[config.mk]
export PLATFORM = sky130hd
export DESIGN_NAME = sigma_outlier_reject_average
export DESIGN_NICKNAME = d
export VERILOG_FILES = /design/src/design/sor_pkg.sv /design/src/design/sor_div.sv /design/src/design/sor_datapath.sv /design/src/design/sor_ctrl.sv /design/src/design/sigma_outlier_reject_average.sv
export SDC_FILE = /design/constraint.sdc
export NUM_CORES = 2
export LEC_CHECK = 0
export ABC_AREA = 0
export BUFFER_PORTS_ARGS = -buffer_cell sky130_fd_sc_hd__buf_2
export CORE_MARGIN = 5
export CORE_UTILIZATION = 59
export DETAILED_ROUTE_END_ITERATION = 7
export PLACE_DENSITY = 0.86
export SLEW_MARGIN = 20
export SYNTH_ARGS = -nofsm -noshare
export SYNTH_HDL_FRONTEND = slang
export SYNTH_SLANG_ARGS = --single-unit
[constraint.sdc]
create_clock -name i_clk -period 9 [get_ports i_clk]
set_clock_uncertainty 0.15 [all_clocks]
set_input_delay 0 -clock i_clk [delete_from_list [all_inputs] [get_ports i_clk]]
set_output_delay 0 -clock i_clk [all_outputs]
set_load 0.005 [all_outputs]
[src/design/sor_pkg.sv]
// shared types and constants for the sigma outlier reject averager
`default_nettype none
package sor_pkg;

    // fixed datapath widths (sized for up to 64 samples)
    localparam int SAMPLE_W  = 16;
    localparam int CNT_W     = 7;
    localparam int SUM_W     = 22;
    localparam int MEAN_W    = 24;
    localparam int PROD_W    = 48;
    localparam int ACC_W     = 54;
    localparam int SIG_W     = 28;
    localparam int BND_W     = 30;
    localparam int LVL_W     = 21;
    localparam int STAT_W    = 2;
    localparam int DIV_NUM_W = 54;
    localparam int DIV_DEN_W = 10;
    localparam int DIV_CNT_W = 6;
    localparam int MAXR_W    = 16;
    localparam int TOL_W     = 12;

    // result status codes
    localparam logic [STAT_W-1:0] STATUS_OK    = 2'd0;
    localparam logic [STAT_W-1:0] STATUS_FAIL  = 2'd1;
    localparam logic [STAT_W-1:0] STATUS_EMPTY = 2'd2;

    // register indexes
    localparam logic [1:0] REG_MAX_RANGE = 2'd0;
    localparam logic [1:0] REG_TOLERANCE = 2'd1;
    localparam logic [1:0] REG_FAIL_LIM  = 2'd2;

    // datapath operations
    typedef enum logic [3:0] {
        OP_NONE,
        OP_ACCEPT,
        OP_DIV_START,
        OP_MEAN_CAP,
        OP_VAR_D,
        OP_VAR_MUL,
        OP_VAR_ACC,
        OP_SQRT_INIT,
        OP_SQRT_STEP,
        OP_BOUNDS,
        OP_INL_CHK,
        OP_EMIT_FAIL,
        OP_EMIT_EMPTY,
        OP_EMIT_LVL
    } t_op;

    // divider operand select
    typedef enum logic [1:0] {
        DIV_MEAN,
        DIV_VAR,
        DIV_LVL
    } t_div_sel;

    typedef struct packed {
        t_op      op;
        t_div_sel div_sel;
    } t_cmd;

    typedef struct packed {
        logic fail_hit;
        logic last_fill;
        logic idx_last;
        logic div_done;
        logic sqrt_done;
        logic inl_zero;
        logic out_free;
    } t_stat;

endpackage
`default_nettype wire

[src/design/sor_div.sv]
// serial restoring divider, one quotient bit per cycle
`default_nettype none
module sor_div (
    input  wire logic                          i_clk,
    input  wire logic                          i_rst_n,
    input  wire logic                          i_start,
    input  wire logic [sor_pkg::DIV_NUM_W-1:0] i_num,
    input  wire logic [sor_pkg::DIV_DEN_W-1:0] i_den,
    output logic                               o_done,
    output logic [sor_pkg::DIV_NUM_W-1:0]      o_quo
);
    import sor_pkg::*;

    logic                 r_busy;
    logic                 r_done;
    logic [DIV_CNT_W-1:0] r_cnt;
    logic [DIV_DEN_W-1:0] r_rem;
    logic [DIV_DEN_W-1:0] r_den;
    logic [DIV_NUM_W-1:0] r_quo;
    logic [DIV_DEN_W:0]   w_shift;
    logic [DIV_DEN_W:0]   w_diff;
    logic                 w_qbit;

    // trial subtraction
    assign w_shift = {r_rem, r_quo[DIV_NUM_W-1]};
    assign w_qbit  = (w_shift >= {1'b0, r_den});
    assign w_diff  = w_shift - {1'b0, r_den};

    // control
    always_ff @(posedge i_clk) begin
        if (!i_rst_n) begin
            r_busy <= 1'b0;
            r_done <= 1'b0;
            r_cnt  <= '0;
        end else begin
            r_done <= 1'b0;
            if (i_start) begin
                r_busy <= 1'b1;
                r_cnt  <= DIV_CNT_W'(DIV_NUM_W);
            end else if (r_busy) begin
                r_cnt <= r_cnt - 1'b1;
                if (r_cnt == DIV_CNT_W'(1)) begin
                    r_busy <= 1'b0;
                    r_done <= 1'b1;
                end
            end
        end
    end

    // remainder and quotient
    always_ff @(posedge i_clk) begin
        if (i_start) begin
            r_quo <= i_num;
            r_rem <= '0;
            r_den <= i_den;
        end else if (r_busy) begin
            r_rem <= w_qbit ? w_diff[DIV_DEN_W-1:0] : w_shift[DIV_DEN_W-1:0];
            r_quo <= {r_quo[DIV_NUM_W-2:0], w_qbit};
        end
    end

    assign o_done = r_done;
    assign o_quo  = r_quo;
endmodule
`default_nettype wire

[src/design/sor_datapath.sv]
// sample store, statistics registers, square root and result register
`default_nettype none
module sor_datapath #(
    parameter int SAMPLE_COUNT = 16
) (
    input  wire logic                         i_clk,
    input  wire logic                         i_rst_n,
    input  wire sor_pkg::t_cmd                i_cmd,
    output sor_pkg::t_stat                    o_stat,
    input  wire logic [sor_pkg::SAMPLE_W-1:0] i_sample_mm,
    input  wire logic [sor_pkg::MAXR_W-1:0]   i_max_range_mm,
    input  wire logic [sor_pkg::TOL_W-1:0]    i_range_tolerance_mm,
    input  wire logic [sor_pkg::CNT_W-1:0]    i_failure_limit,
    input  wire logic                         i_out_stall,
    output logic                              o_out_valid,
    output logic [sor_pkg::LVL_W-1:0]         o_level_cm_q8,
    output logic [sor_pkg::STAT_W-1:0]        o_status,
    output logic [sor_pkg::CNT_W-1:0]         o_inlier_count
);
    import sor_pkg::*;

    localparam int FCW = $clog2(SAMPLE_COUNT + 1);
    localparam int IW  = $clog2(SAMPLE_COUNT);

    logic [SAMPLE_W-1:0] mem [SAMPLE_COUNT];
    logic [SAMPLE_W-1:0] r_rdata;
    logic [FCW-1:0]      r_fill;
    logic [CNT_W-1:0]    r_inv;
    logic [SUM_W-1:0]    r_sum;
    logic [IW-1:0]       r_idx;
    logic [MEAN_W-1:0]   r_mean;
    logic [MEAN_W-1:0]   r_d;
    logic [PROD_W-1:0]   r_prod;
    logic [ACC_W-1:0]    r_acc;
    logic [ACC_W-1:0]    r_sq_v;
    logic [ACC_W-1:0]    r_sq_res;
    logic [ACC_W-1:0]    r_sq_bit;
    logic signed [BND_W-1:0] r_lo;
    logic signed [BND_W-1:0] r_hi;
    logic [CNT_W-1:0]    r_inl_n;
    logic [SUM_W-1:0]    r_inl_sum;
    logic                r_out_valid;
    logic [LVL_W-1:0]    r_level;
    logic [STAT_W-1:0]   r_status;
    logic [CNT_W-1:0]    r_inl_cnt;

    logic                    w_invalid;
    logic [CNT_W-1:0]        w_inv_next;
    logic signed [17:0]      w_thr;
    logic [MEAN_W-1:0]       w_s_q8;
    logic [ACC_W-1:0]        w_sq_try;
    logic [SIG_W-1:0]        w_sigma;
    logic signed [BND_W-1:0] w_s_bnd;
    logic                    w_inlier;
    logic                    w_out_free;
    logic                    w_div_start;
    logic                    w_div_done;
    logic [DIV_NUM_W-1:0]    w_div_num;
    logic [DIV_DEN_W-1:0]    w_div_den;
    logic [DIV_NUM_W-1:0]    w_quo;

    // sample classification
    assign w_thr      = $signed({2'b0, i_max_range_mm}) - $signed({6'b0, i_range_tolerance_mm});
    assign w_invalid  = (i_sample_mm == '0) || ($signed({2'b0, i_sample_mm}) >= w_thr);
    assign w_inv_next = r_inv + 1'b1;

    // stored sample scaled to q8
    assign w_s_q8  = {r_rdata, 8'b0};
    assign w_s_bnd = $signed({6'b0, w_s_q8});
    assign w_inlier = (w_s_bnd >= r_lo) && (w_s_bnd <= r_hi);

    assign w_sq_try = r_sq_res + r_sq_bit;
    assign w_sigma  = r_sq_res[SIG_W-1:0];

    assign w_out_free = !r_out_valid || !i_out_stall;

    // divider operands
    assign w_div_start = (i_cmd.op == OP_DIV_START);
    always_comb begin
        case (i_cmd.div_sel)
            DIV_MEAN: begin
                w_div_num = DIV_NUM_W'({r_sum, 8'b0});
                w_div_den = DIV_DEN_W'(SAMPLE_COUNT);
            end
            DIV_VAR: begin
                w_div_num = r_acc;
                w_div_den = DIV_DEN_W'(SAMPLE_COUNT);
            end
            DIV_LVL: begin
                w_div_num = DIV_NUM_W'({r_inl_sum, 8'b0});
                w_div_den = DIV_DEN_W'({r_inl_n, 3'b0}) + DIV_DEN_W'({r_inl_n, 1'b0});
            end
            default: begin
                w_div_num = '0;
                w_div_den = '0;
            end
        endcase
    end

    sor_div u_div (
        .i_clk   (i_clk),
        .i_rst_n (i_rst_n),
        .i_start (w_div_start),
        .i_num   (w_div_num),
        .i_den   (w_div_den),
        .o_done  (w_div_done),
        .o_quo   (w_quo)
    );

    // sample memory
    always_ff @(posedge i_clk) begin
        if (i_cmd.op == OP_ACCEPT && !(w_invalid && w_inv_next >= i_failure_limit)) begin
            mem[r_fill[IW-1:0]] <= i_sample_mm;
        end
        r_rdata <= mem[r_idx];
    end

    // collection counters
    always_ff @(posedge i_clk) begin
        if (!i_rst_n) begin
            r_fill <= '0;
            r_inv  <= '0;
            r_sum  <= '0;
        end else begin
            case (i_cmd.op)
                OP_ACCEPT: begin
                    if (w_invalid && w_inv_next >= i_failure_limit) begin
                        r_fill <= '0;
                        r_inv  <= '0;
                        r_sum  <= '0;
                    end else begin
                        if (w_invalid) begin
                            r_inv <= w_inv_next;
                        end
                        r_fill <= r_fill + 1'b1;
                        r_sum  <= r_sum + SUM_W'(i_sample_mm);
                    end
                end
                OP_EMIT_EMPTY, OP_EMIT_LVL: begin
                    r_fill <= '0;
                    r_inv  <= '0;
                    r_sum  <= '0;
                end
                default: begin
                end
            endcase
        end
    end

    // statistics passes and square root
    always_ff @(posedge i_clk) begin
        case (i_cmd.op)
            OP_MEAN_CAP: begin
                r_mean <= w_quo[MEAN_W-1:0];
                r_idx  <= '0;
                r_acc  <= '0;
            end
            OP_VAR_D: begin
                r_d <= (w_s_q8 >= r_mean) ? (w_s_q8 - r_mean) : (r_mean - w_s_q8);
            end
            OP_VAR_MUL: begin
                r_prod <= r_d * r_d;
            end
            OP_VAR_ACC: begin
                r_acc <= r_acc + ACC_W'(r_prod);
                r_idx <= r_idx + 1'b1;
            end
            OP_SQRT_INIT: begin
                r_sq_v   <= w_quo;
                r_sq_res <= '0;
                r_sq_bit <= ACC_W'(1) << (ACC_W - 2);
            end
            OP_SQRT_STEP: begin
                if (r_sq_v >= w_sq_try) begin
                    r_sq_v   <= r_sq_v - w_sq_try;
                    r_sq_res <= (r_sq_res >> 1) + r_sq_bit;
                end else begin
                    r_sq_res <= r_sq_res >> 1;
                end
                r_sq_bit <= r_sq_bit >> 2;
            end
            OP_BOUNDS: begin
                r_lo      <= $signed({6'b0, r_mean}) - $signed({2'b0, w_sigma});
                r_hi      <= $signed({6'b0, r_mean}) + $signed({2'b0, w_sigma});
                r_idx     <= '0;
                r_inl_n   <= '0;
                r_inl_sum <= '0;
            end
            OP_INL_CHK: begin
                if (w_inlier) begin
                    r_inl_n   <= r_inl_n + 1'b1;
                    r_inl_sum <= r_inl_sum + SUM_W'(r_rdata);
                end
                r_idx <= r_idx + 1'b1;
            end
            default: begin
            end
        endcase
    end

    // result register
    always_ff @(posedge i_clk) begin
        if (!i_rst_n) begin
            r_out_valid <= 1'b0;
        end else begin
            case (i_cmd.op)
                OP_EMIT_FAIL, OP_EMIT_EMPTY, OP_EMIT_LVL: r_out_valid <= 1'b1;
                default: begin
                    if (!i_out_stall) begin
                        r_out_valid <= 1'b0;
                    end
                end
            endcase
        end
    end

    always_ff @(posedge i_clk) begin
        case (i_cmd.op)
            OP_EMIT_FAIL: begin
                r_level   <= '0;
                r_status  <= STATUS_FAIL;
                r_inl_cnt <= '0;
            end
            OP_EMIT_EMPTY: begin
                r_level   <= '0;
                r_status  <= STATUS_EMPTY;
                r_inl_cnt <= '0;
            end
            OP_EMIT_LVL: begin
                r_level   <= w_quo[LVL_W-1:0];
                r_status  <= STATUS_OK;
                r_inl_cnt <= r_inl_n;
            end
            default: begin
            end
        endcase
    end

    // status to controller
    assign o_stat.fail_hit  = w_invalid && (w_inv_next >= i_failure_limit);
    assign o_stat.last_fill = (r_fill == FCW'(SAMPLE_COUNT - 1));
    assign o_stat.idx_last  = (r_idx == IW'(SAMPLE_COUNT - 1));
    assign o_stat.div_done  = w_div_done;
    assign o_stat.sqrt_done = (r_sq_bit == '0);
    assign o_stat.inl_zero  = (r_inl_n == '0);
    assign o_stat.out_free  = w_out_free;

    assign o_out_valid    = r_out_valid;
    assign o_level_cm_q8  = r_level;
    assign o_status       = r_status;
    assign o_inlier_count = r_inl_cnt;
endmodule
`default_nettype wire

[src/design/sor_ctrl.sv]
// controller state machine sequencing collection and the finishing passes
`default_nettype none
module sor_ctrl (
    input  wire logic           i_clk,
    input  wire logic           i_rst_n,
    input  wire logic           i_valid,
    output logic                o_stall,
    input  wire sor_pkg::t_stat i_stat,
    output sor_pkg::t_cmd       o_cmd
);
    import sor_pkg::*;

    typedef enum logic [18:0] {
        S_IDLE      = 19'b0000000000000000001,
        S_FAIL      = 19'b0000000000000000010,
        S_MEAN_GO   = 19'b0000000000000000100,
        S_MEAN_WAIT = 19'b0000000000000001000,
        S_V_RD      = 19'b0000000000000010000,
        S_V_D       = 19'b0000000000000100000,
        S_V_MUL     = 19'b0000000000001000000,
        S_V_ACC     = 19'b0000000000010000000,
        S_VAR_GO    = 19'b0000000000100000000,
        S_VAR_WAIT  = 19'b0000000001000000000,
        S_SQRT      = 19'b0000000010000000000,
        S_BOUNDS    = 19'b0000000100000000000,
        S_I_RD      = 19'b0000001000000000000,
        S_I_CHK     = 19'b0000010000000000000,
        S_I_END     = 19'b0000100000000000000,
        S_LVL_GO    = 19'b0001000000000000000,
        S_LVL_WAIT  = 19'b0010000000000000000,
        S_OUT_LVL   = 19'b0100000000000000000,
        S_EMPTY     = 19'b1000000000000000000
    } t_state;

    t_state r_state;
    t_state n_state;

    // state register
    always_ff @(posedge i_clk) begin
        if (!i_rst_n) begin
            r_state <= S_IDLE;
        end else begin
            r_state <= n_state;
        end
    end

    assign o_stall = (r_state != S_IDLE);

    // next state and commands
    always_comb begin
        n_state       = r_state;
        o_cmd.op      = OP_NONE;
        o_cmd.div_sel = DIV_MEAN;
        case (r_state)
            S_IDLE: begin
                if (i_valid) begin
                    o_cmd.op = OP_ACCEPT;
                    if (i_stat.fail_hit) begin
                        n_state = S_FAIL;
                    end else if (i_stat.last_fill) begin
                        n_state = S_MEAN_GO;
                    end
                end
            end
            S_FAIL: begin
                if (i_stat.out_free) begin
                    o_cmd.op = OP_EMIT_FAIL;
                    n_state  = S_IDLE;
                end
            end
            S_MEAN_GO: begin
                o_cmd.op = OP_DIV_START;
                n_state  = S_MEAN_WAIT;
            end
            S_MEAN_WAIT: begin
                if (i_stat.div_done) begin
                    o_cmd.op = OP_MEAN_CAP;
                    n_state  = S_V_RD;
                end
            end
            S_V_RD:  n_state = S_V_D;
            S_V_D: begin
                o_cmd.op = OP_VAR_D;
                n_state  = S_V_MUL;
            end
            S_V_MUL: begin
                o_cmd.op = OP_VAR_MUL;
                n_state  = S_V_ACC;
            end
            S_V_ACC: begin
                o_cmd.op = OP_VAR_ACC;
                n_state  = i_stat.idx_last ? S_VAR_GO : S_V_RD;
            end
            S_VAR_GO: begin
                o_cmd.op      = OP_DIV_START;
                o_cmd.div_sel = DIV_VAR;
                n_state       = S_VAR_WAIT;
            end
            S_VAR_WAIT: begin
                if (i_stat.div_done) begin
                    o_cmd.op = OP_SQRT_INIT;
                    n_state  = S_SQRT;
                end
            end
            S_SQRT: begin
                if (i_stat.sqrt_done) begin
                    n_state = S_BOUNDS;
                end else begin
                    o_cmd.op = OP_SQRT_STEP;
                end
            end
            S_BOUNDS: begin
                o_cmd.op = OP_BOUNDS;
                n_state  = S_I_RD;
            end
            S_I_RD:  n_state = S_I_CHK;
            S_I_CHK: begin
                o_cmd.op = OP_INL_CHK;
                n_state  = i_stat.idx_last ? S_I_END : S_I_RD;
            end
            S_I_END: n_state = i_stat.inl_zero ? S_EMPTY : S_LVL_GO;
            S_LVL_GO: begin
                o_cmd.op      = OP_DIV_START;
                o_cmd.div_sel = DIV_LVL;
                n_state       = S_LVL_WAIT;
            end
            S_LVL_WAIT: begin
                if (i_stat.div_done) begin
                    n_state = S_OUT_LVL;
                end
            end
            S_OUT_LVL: begin
                if (i_stat.out_free) begin
                    o_cmd.op = OP_EMIT_LVL;
                    n_state  = S_IDLE;
                end
            end
            S_EMPTY: begin
                if (i_stat.out_free) begin
                    o_cmd.op = OP_EMIT_EMPTY;
                    n_state  = S_IDLE;
                end
            end
            default: n_state = S_IDLE;
        endcase
    end
endmodule
`default_nettype wire

[src/design/sigma_outlier_reject_average.sv]
// top level: configuration registers, controller and datapath
`default_nettype none
// Collects SAMPLE_COUNT range samples in millimetres and reports the mean of
// those within one standard deviation of the mean, in centimetres with 8
// fraction bits. The sample that completes a measurement starts the finishing
// sequence: divisions on a serial divider at one quotient bit per cycle for the
// mean, the variance and, unless no sample is an inlier, the level; a variance
// pass per sample (read, difference, multiply, accumulate) and an inlier pass
// per sample (read, check) over the single read port of the sample memory; and
// a 27 step square root. A failure-limit abort emits a fail result once the
// output register is free. Results wait in an output register; no new sample
// is taken until the pending result has been placed.
module sigma_outlier_reject_average #(
    parameter int SAMPLE_COUNT = 16
) (
    input  wire logic        i_clk,
    input  wire logic        i_rst_n,
    input  wire logic        i_valid,
    output logic             o_stall,
    input  wire logic [15:0] i_sample_mm,
    output logic             o_valid,
    input  wire logic        i_stall,
    output logic [20:0]      o_level_cm_q8,
    output logic [1:0]       o_status,
    output logic [6:0]       o_inlier_count,
    input  wire logic        psel,
    input  wire logic        penable,
    input  wire logic        pwrite,
    input  wire logic [3:0]  paddr,
    input  wire logic [31:0] pwdata,
    output logic [31:0]      prdata,
    output logic             pready
);
    import sor_pkg::*;

    logic [MAXR_W-1:0] r_max_range;
    logic [TOL_W-1:0]  r_tolerance;
    logic [CNT_W-1:0]  r_fail_lim;
    logic              w_wr;
    t_cmd              w_cmd;
    t_stat             w_stat;

    // configuration write
    assign pready = 1'b1;
    assign w_wr   = psel && penable && pwrite && pready;

    always_ff @(posedge i_clk) begin
        if (!i_rst_n) begin
            r_max_range <= MAXR_W'(5000);
            r_tolerance <= TOL_W'(100);
            r_fail_lim  <= CNT_W'(3);
        end else if (w_wr) begin
            case (paddr[3:2])
                REG_MAX_RANGE: r_max_range <= pwdata[MAXR_W-1:0];
                REG_TOLERANCE: r_tolerance <= pwdata[TOL_W-1:0];
                REG_FAIL_LIM:  r_fail_lim  <= pwdata[CNT_W-1:0];
                default: begin
                end
            endcase
        end
    end

    // configuration read
    always_comb begin
        case (paddr[3:2])
            REG_MAX_RANGE: prdata = 32'(r_max_range);
            REG_TOLERANCE: prdata = 32'(r_tolerance);
            REG_FAIL_LIM:  prdata = 32'(r_fail_lim);
            default:       prdata = '0;
        endcase
    end

    sor_ctrl u_ctrl (
        .i_clk   (i_clk),
        .i_rst_n (i_rst_n),
        .i_valid (i_valid),
        .o_stall (o_stall),
        .i_stat  (w_stat),
        .o_cmd   (w_cmd)
    );

    sor_datapath #(
        .SAMPLE_COUNT (SAMPLE_COUNT)
    ) u_dp (
        .i_clk                (i_clk),
        .i_rst_n              (i_rst_n),
        .i_cmd                (w_cmd),
        .o_stat               (w_stat),
        .i_sample_mm          (i_sample_mm),
        .i_max_range_mm       (r_max_range),
        .i_range_tolerance_mm (r_tolerance),
        .i_failure_limit      (r_fail_lim),
        .i_out_stall          (i_stall),
        .o_out_valid          (o_valid),
        .o_level_cm_q8        (o_level_cm_q8),
        .o_status             (o_status),
        .o_inlier_count       (o_inlier_count)
    );
endmodule
`default_nettype wire
# Word level (Yosys, flattened, before mapping)
# Memory sizes are Yosys's and may differ from the RTL's. A register that Yosys moved wholly into a read port is not among the register bits.
# Index checks and enable logic that the tools add are counted.
# W data, S select, Z words.
op_classes:
  eq_ne: 51
  n_mul: 1
  reduce_logical: 40
  bitwise_logic: 2
  muxes: 59
  n_addsub: 18
  magnitude_cmp: 7
op_table:
  columns: ["op", "n"]
  rows:
  - ["$pmux W54 S2", 4]
  - ["$pmux W19 S17", 1]
  - ["$mux W54", 4]
  - ["$mux W19", 9]
  - ["$pmux W54 S3", 1]
  - ["$pmux W22 S2", 2]
  - ["$add A53 B54 Y54", 1]
  - ["$add A54 B48 Y54", 1]
  - ["$add A54 B54 Y54", 1]
  - ["$ge A54 B54 Y1", 1]
  - ["$logic_not A54 Y1", 1]
  - ["$sub A54 B54 Y54", 1]
  - ["$pmux W4 S13", 1]
  - ["$mul A24 B24 Y48", 1]
  - ["$pmux W16 S3", 1]
  - ["$sub A24 B24 Y24", 2]
  - ["$add A22 B16 Y22", 2]
  - ["$mux W22", 2]
  - ["$pmux W21 S2", 1]
  - ["$pmux W7 S2", 3]
  - ["$ge A25 B30 Y1", 1]
  - ["$le A25 B30 Y1", 1]
  - ["$add A24 B28 Y29", 1]
  - ["$sub A24 B28 Y29", 1]
  - ["72 further kinds", 134]
totals:
  mem_bits_rw: 256
  out_inout_bits: 65
  inputBits: 59
  register_bits: 606
  elab_cells: 209
  memories: 1
mem_list:
  columns: ["name", "depth", "word_bits", "read_ports", "rd_clocked_by_memory_dff", "write_ports", "line_no", "rtl"]
  rows:
  - ["u_dp.mem", 16, 16, 1, 1, 1, "sor_datapath.sv:25", "logic [SAMPLE_W-1:0] mem [SAMPLE_COUNT];"]

# Longest topological paths before layout
depth:
  ltp_word: 8
  mapped_depth: 29
  mapped_depth_nobuf: 28

# Modules after synthesis
# From an unflattened synthesis, not the netlist that was laid out.
unflattened:
  cells_unflattened: 6533
  hier_area_um2: 67314.6
by_module_without_submodules:
  columns: ["mod", "n_inst", "seq_area_each_um2", "cells_per_inst", "area_per_inst_um2"]
  rows:
  - ["sor_datapath", 1, 20840.0, 5903, 60470.5]
  - ["sor_div", 1, 2282.2, 276, 3821.2]
  - ["sigma_outlier_reject_average", 1, 700.7, 206, 1788.0]
  - ["sor_ctrl", 1, 380.4, 148, 1234.9]

# Worst setup path after synthesis
# Ideal clock, no wire load.
synth_timing:
  path_kind: "register to register"
  from: "register u_dp.r_sq_res[4]"
  to: "register u_dp.r_sq_v[0] (enable)"
  synth_period_minus_slack_ns: 9.453
  arrival_ns: 8.763
  required_ns: 8.310
  path_slack_ns: -0.453
  stages_incl_launch_ff: 24
  setup_ns: 0.540
  n_path_buf: 3
  cell_sequence: "edfxtp_1 > ha_1 > a211oi_1 > a211oi_1 > a21o_1 > a21oi_1 > o31ai_1 > a21oi_1 > o31a_1 > o21ai_0 > a31oi_1 > xor2_1 > ha_1 > clkbuf_1 > nand4_1 > or4_1 > o21ai_0 > a21oi_1 > o21ai_0 > a21oi_1 > o31a_2 > buf_2 > buf_2 > o21ai_0"
synth_via:
  elab_chain_len: 4
synth_rtl:
  columns: ["element", "line_no", "rtl"]
  rows:
  - ["start, declared", "sor_datapath.sv:36", "logic [ACC_W-1:0] r_sq_res;"]
  - ["start signal, assigned", "sor_datapath.sv:176", "r_sq_res <= (r_sq_res >> 1) + r_sq_bit;"]
  - ["start signal, assigned", "sor_datapath.sv:178", "r_sq_res <= r_sq_res >> 1;"]
  - ["$add A54 B54 Y54", "sor_datapath.sv:72", "assign w_sq_try = r_sq_res + r_sq_bit;"]
  - ["$ge A54 B54 Y1", "sor_datapath.sv:174", "if (r_sq_v >= w_sq_try) begin"]
  - ["$ne A2 B1 Y1 (no line)", null, null]
  - ["$reduce_and A2 Y1 (no line)", null, null]
  - ["end signal, assigned", "sor_datapath.sv:169", "r_sq_v <= w_quo;"]
  - ["end signal, assigned", "sor_datapath.sv:175", "r_sq_v <= r_sq_v - w_sq_try;"]
  - ["end, declared", "sor_datapath.sv:35", "logic [ACC_W-1:0] r_sq_v;"]
# No other way between the ends.
# A chain may end at the register's enable or synchronous reset.

# Worst setup path after layout
layout_timing:
  from: "register u_dp.r_d[4]"
  to: "register u_dp.r_prod[37] (data pin)"
layout_via:
  elab_chain_len: 1
layout_rtl:
  columns: ["element", "line_no", "rtl"]
  rows:
  - ["start, declared", "sor_datapath.sv:32", "logic [MEAN_W-1:0] r_d;"]
  - ["start signal, assigned", "sor_datapath.sv:159", "r_d <= (w_s_q8 >= r_mean) ? (w_s_q8 - r_mean) : (r_mean - w_s_q8);"]
  - ["$mul A24 B24 Y48", "sor_datapath.sv:162", "r_prod <= r_d * r_d;"]
  - ["end signal, assigned", "sor_datapath.sv:162", null]
  - ["end, declared", "sor_datapath.sv:33", "logic [PROD_W-1:0] r_prod;"]
# No other way between the ends.

==> impl_metrics.py <==
metrics = {
    "outcome": {
        "status": "finished, final reports clean",
    },
    "route": {
        "route.final.wire_length_um": 184000,
        "drt.antenna.violating_nets": 0,
        "drt-initial-drc-count": 5878,
        "drt_pass1_iterations": 7,
        "detail_route.wl_per_cell_um": 23.0,
        "drt_drc_violations_left": 0,
        "vias_cell": 6.29,
        "via_count": 50283,
    },
    "placement": {
        "portBuffers": 88,
        "globalplace.congestion": 0.963,
        "placedCellCount": 7757,
        "detailedPlacementHpwl_um": 132000,
        "dpl_worst_slack_ns": 0.698,
    },
    "finish": {
        "synthToLayoutAreaGrowth_pct": 8.89,
        "final_layout_size_suffix_gt1_share_pct": 6.92,
        "fillerInstances": 8103,
        "fin_nets": 7461,
        "layout.cells.non_filler": 7998,
        "utilization_pct": 64.6,
    },
    "die": {
        "fp.coreArea_mm2": 0.111,
        "fp.dieArea_mm2": 0.118,
        "die_x_um": 343,
        "pin_count": 124,
        "die_height_um": 343,
        "initial_utilization_pct": 59.3,
        "fp-row-count": 122,
    },
    "synthesis": {
        "syn_area_mm2": 0.0655,
        "synth_edf_count": 723,
        "synthArstFlopShare_pct": 0,
        "post_synthesis_sequential_area_ratio_pct": 36.9,
        "ys_top_cells_by_area": "sky130_fd_sc_hd__edfxtp_1 (33%), sky130_fd_sc_hd__fa_1 (13%), sky130_fd_sc_hd__ha_1 (10%), sky130_fd_sc_hd__inv_1 (4.7%), sky130_fd_sc_hd__dfxtp_1 (3.8%)",
        "synth.yosys.warnings": 0,
        "ys_ff_latch": 846,
        "yosys.area.top_type_share_pct": 33.1,
        "synthMostInstantiatedCell": "sky130_fd_sc_hd__inv_1",
        "post_synth_num_cell_types": 94,
        "synthesized_netlist_cell_count": 6330,
        "netlist_top_cells_count": "sky130_fd_sc_hd__inv_1 (824), sky130_fd_sc_hd__edfxtp_1 (723), sky130_fd_sc_hd__ha_1 (534)",
        "synth_top_flop_cell": "sky130_fd_sc_hd__edfxtp_1",
        "synth_top_area_cell": "sky130_fd_sc_hd__edfxtp_1",
        "synth_area_per_cell_um2": 10.4,
    },
    "global_route": {
        "grt_pass1_wl_um": 287000,
        "grt_total_usage_pct": 31.1,
        "grt_max_degree": 99,
        "grt_overflow": 0,
        "grt_antenna_before_repair": 9,
        "grt_pass1_vias": 51398,
    },
    "setup_path": {
        "worst_r2r_endpoint": "u_dp.r_prod[37]$_DFFE_PN_",
        "crit_path_max_incr_delay_ns": 1.00,
        "worstPathArrival_ns": 8.46,
        "crit-reg2reg-launch": "u_dp.r_d[4]$_DFFE_PN_",
        "cp.buffers_inverters": 7,
        "endpoint_kind": "flip-flop",
        "crit_path_max_fanout": 24,
        "path_delay_family": "adder cells",
        "slowest_stage": "sky130_fd_sc_hd__edfxtp_1",
        "start_kind": "flip-flop",
        "ff2ff_path_depth": 26,
        "regToRegSetupSlack_ns": 0.81,
        "worstPathRequired_ns": 9.27,
        "classification_of_the_worst_setup_path": "reg -> reg",
    },
    "clock_network": {
        "clock_tree_from_tritoncts": "done",
        "cts.path.max_buffers": 3,
        "numCtsBuffers": 85,
        "cts.root.buffer_cell": "sky130_fd_sc_hd__clkbuf_16",
        "cts_resized": 0,
        "worst_skew_late_latency_ns": 0.69,
        "cts_setup_buffers": 0,
        "cts_num_sinks": 846,
        "clk_pin_slew_worst_paths_ns": 0.07,
        "htreeDepth": 3,
    },
    "sta": {
        "final_hold_viol_count": 0,
        "fin_crit_sh_pct": 91.0,
        "finalSetupViolCount": 0,
        "fin_ws_ns": 0.814,
        "slew_headroom_pct": 22.1,
        "max_clock_freq_ghz": 0.122,
        "maxSlewViolCount": 0,
        "fin_setup_tns_ns": 0,
        "rsz0062_at_grt": "no",
        "worst_slew_pin_slew_ns": 1.17,
        "finalWorstPathRequiredPeriod_ns": 8.19,
    },
    "hold_path": {
        "min_to": "r_fail_lim[1]$_SDFFE_PN1P_",
        "hold_path_depth": 4,
        "timing.hold.worst.class": "in -> reg",
        "timing.hold.worst.start": "paddr[2]",
    },
    "power_and_ir_drop": {
        "ir_worst_vdd_mv": 0.166,
        "power-per-cell-area_mw_per_mm2": 133,
        "leakagePower_nw": 29.6,
    },
    "job": {
        "max-cap-violations": 0,
    },
}
power breakdown:
part	internal (mW)	total (mW)	switching, mW
logic	0.425	1.16	0.730
registers	4.42	4.57	0.158
clock network	2.11	3.76	1.64
total	6.96	9.49	2.53
cells by family after synthesis:
kind of cell | Yosys count | share of synthesized area (%)
AND/OR/NAND/NOR | 1692 | 12.6
AO/OA/AOI/OAI | 1285 | 12.8
buffers and inverters | 1064 | 6.23
adder cells (fa/ha/maj) | 965 | 23.4
flip-flops | 846 | 36.9
XOR/XNOR | 353 | 4.72
multiplexers | 123 | 3.41
other | 2 | 0.0115
area by class of cell:
cell class	count	area, µm²	area share (%)
Clock buffer	105	2240	3.14
Timing Repair Buffer	244	1830	2.56
Antenna cell	5	12.5	0.0175
Multi-Input combinational cell	4435	37500	52.5
Tap cell	1488	1860	2.61
Inverter	825	3100	4.34
Sequential cell	846	24200	33.9
Clock inverter	50	662	0.927
sequential cells by signal (all words and copies together) (netlist names), 7 cells and up:
name                 cells
u_dp.mem               256
u_dp.r_acc              54
u_dp.r_sq_res           54
u_dp.r_sq_v             54
u_dp.u_div.o_quo        54
u_dp.r_prod             47
u_dp.r_hi               29
u_dp.r_lo               28
u_dp.r_sq_bit           27
u_dp.r_d                24
u_dp.r_mean             24
u_dp.r_inl_sum          22
u_dp.r_sum              22
u_dp.o_level_cm_q8      21
u_ctrl.r_state          19
r_max_range             16
u_dp.r_rdata            16
r_tolerance             12
u_dp.u_div.r_rem        10
u_dp.u_div.r_den         9
r_fail_lim               7
u_dp.o_inlier_count      7
u_dp.r_inl_n             7
u_dp.r_inv               7
worst max path at each step:
| stage | startpoint | to | slack [ns] | cells past startpoint |
|---|---|---|---|---|
| 2_1_floorplan | u_dp.r_sq_res[4]$_SDFFCE_PP0P_ | u_dp.r_sq_v[0]$_DFFE_PP_ | 1.01 | 23 |
| 3_3_place_gp | u_dp.r_d[13]$_DFFE_PN_ | u_dp.r_prod[46]$_DFFE_PN_ | 0.97 | 26 |
| 3_5_place_dp | u_dp.r_d[13]$_DFFE_PN_ | u_dp.r_prod[46]$_DFFE_PN_ | 0.70 | 26 |
| 4_1_cts | u_dp.r_d[13]$_DFFE_PN_ | u_dp.r_prod[46]$_DFFE_PN_ | 0.70 | 26 |
| 5_1_grt | u_dp.r_d[4]$_DFFE_PN_ | u_dp.r_prod[37]$_DFFE_PN_ | 0.42 | 26 |
| 6_report | u_dp.r_d[4]$_DFFE_PN_ | u_dp.r_prod[37]$_DFFE_PN_ | 0.81 | 26 |
per-stage QoR:
step                area [µm²]  total power, mW  hold WS (ns)
global placement         67600             5.59        0.0595
CTS                      71300             9.43       0.00558
finish                   71400             9.49        0.0794
detailed placement       67600             5.68        0.0693
floorplan                65600             5.31       -0.0511
global route             71400             9.75         0.114
routing by layer:
metal,GRT usage [%],wire length [µm],vias to the layer above
li1,-,-,22289
met1,39.9,68400,24377
met2,50.8,85900,2924
met3,6.05,18800,689
met4,15.2,10900,4
met5,0,25,-
timing repair:
item / CTS / global route
endpoints found under the hold margin: 384 / 0
hold buffers: 80 / 0
setup endpoints to repair: 0 / 0
worst register-to-register path, stage by stage (launching register included):
cell,delay (ns)
sky130_fd_sc_hd__edfxtp_1,1.00
sky130_fd_sc_hd__nand2_1,0.25
sky130_fd_sc_hd__inv_1,0.13
sky130_fd_sc_hd__fa_1,0.46
sky130_fd_sc_hd__fa_1,0.51
sky130_fd_sc_hd__inv_1,0.06
sky130_fd_sc_hd__fa_1,0.54
sky130_fd_sc_hd__inv_1,0.06
sky130_fd_sc_hd__fa_1,0.52
sky130_fd_sc_hd__inv_1,0.06
sky130_fd_sc_hd__fa_1,0.52
sky130_fd_sc_hd__inv_1,0.05
sky130_fd_sc_hd__fa_1,0.47
sky130_fd_sc_hd__inv_1,0.05
sky130_fd_sc_hd__fa_1,0.47
sky130_fd_sc_hd__inv_1,0.04
sky130_fd_sc_hd__ha_1,0.36
sky130_fd_sc_hd__a21oi_1,0.12
sky130_fd_sc_hd__o21ai_0,0.30
sky130_fd_sc_hd__a22oi_1,0.13
sky130_fd_sc_hd__o32ai_1,0.32
sky130_fd_sc_hd__a21oi_1,0.07
sky130_fd_sc_hd__a21boi_0,0.37
sky130_fd_sc_hd__o21ai_0,0.17
sky130_fd_sc_hd__a21boi_0,0.32
sky130_fd_sc_hd__nor4_1,0.10
sky130_fd_sc_hd__a311o_1,0.35
cell usage in the layout, fill, tap and decap left out, drive strengths merged, types with 198 or more instances in the layout:
| cell | netlist | routed |
|---|---|---|
| edfxtp | 723 | 723 |
| xnor2 | 226 | 226 |
| and2 | 198 | 198 |
| inv | 825 | 828 |
| ha | 534 | 534 |
| nand2 | 513 | 513 |
| a21oi | 338 | 338 |
| fa | 431 | 431 |
| o21ai | 242 | 242 |
| nor2 | 378 | 378 |
Power figures use the tool's default switching activity.
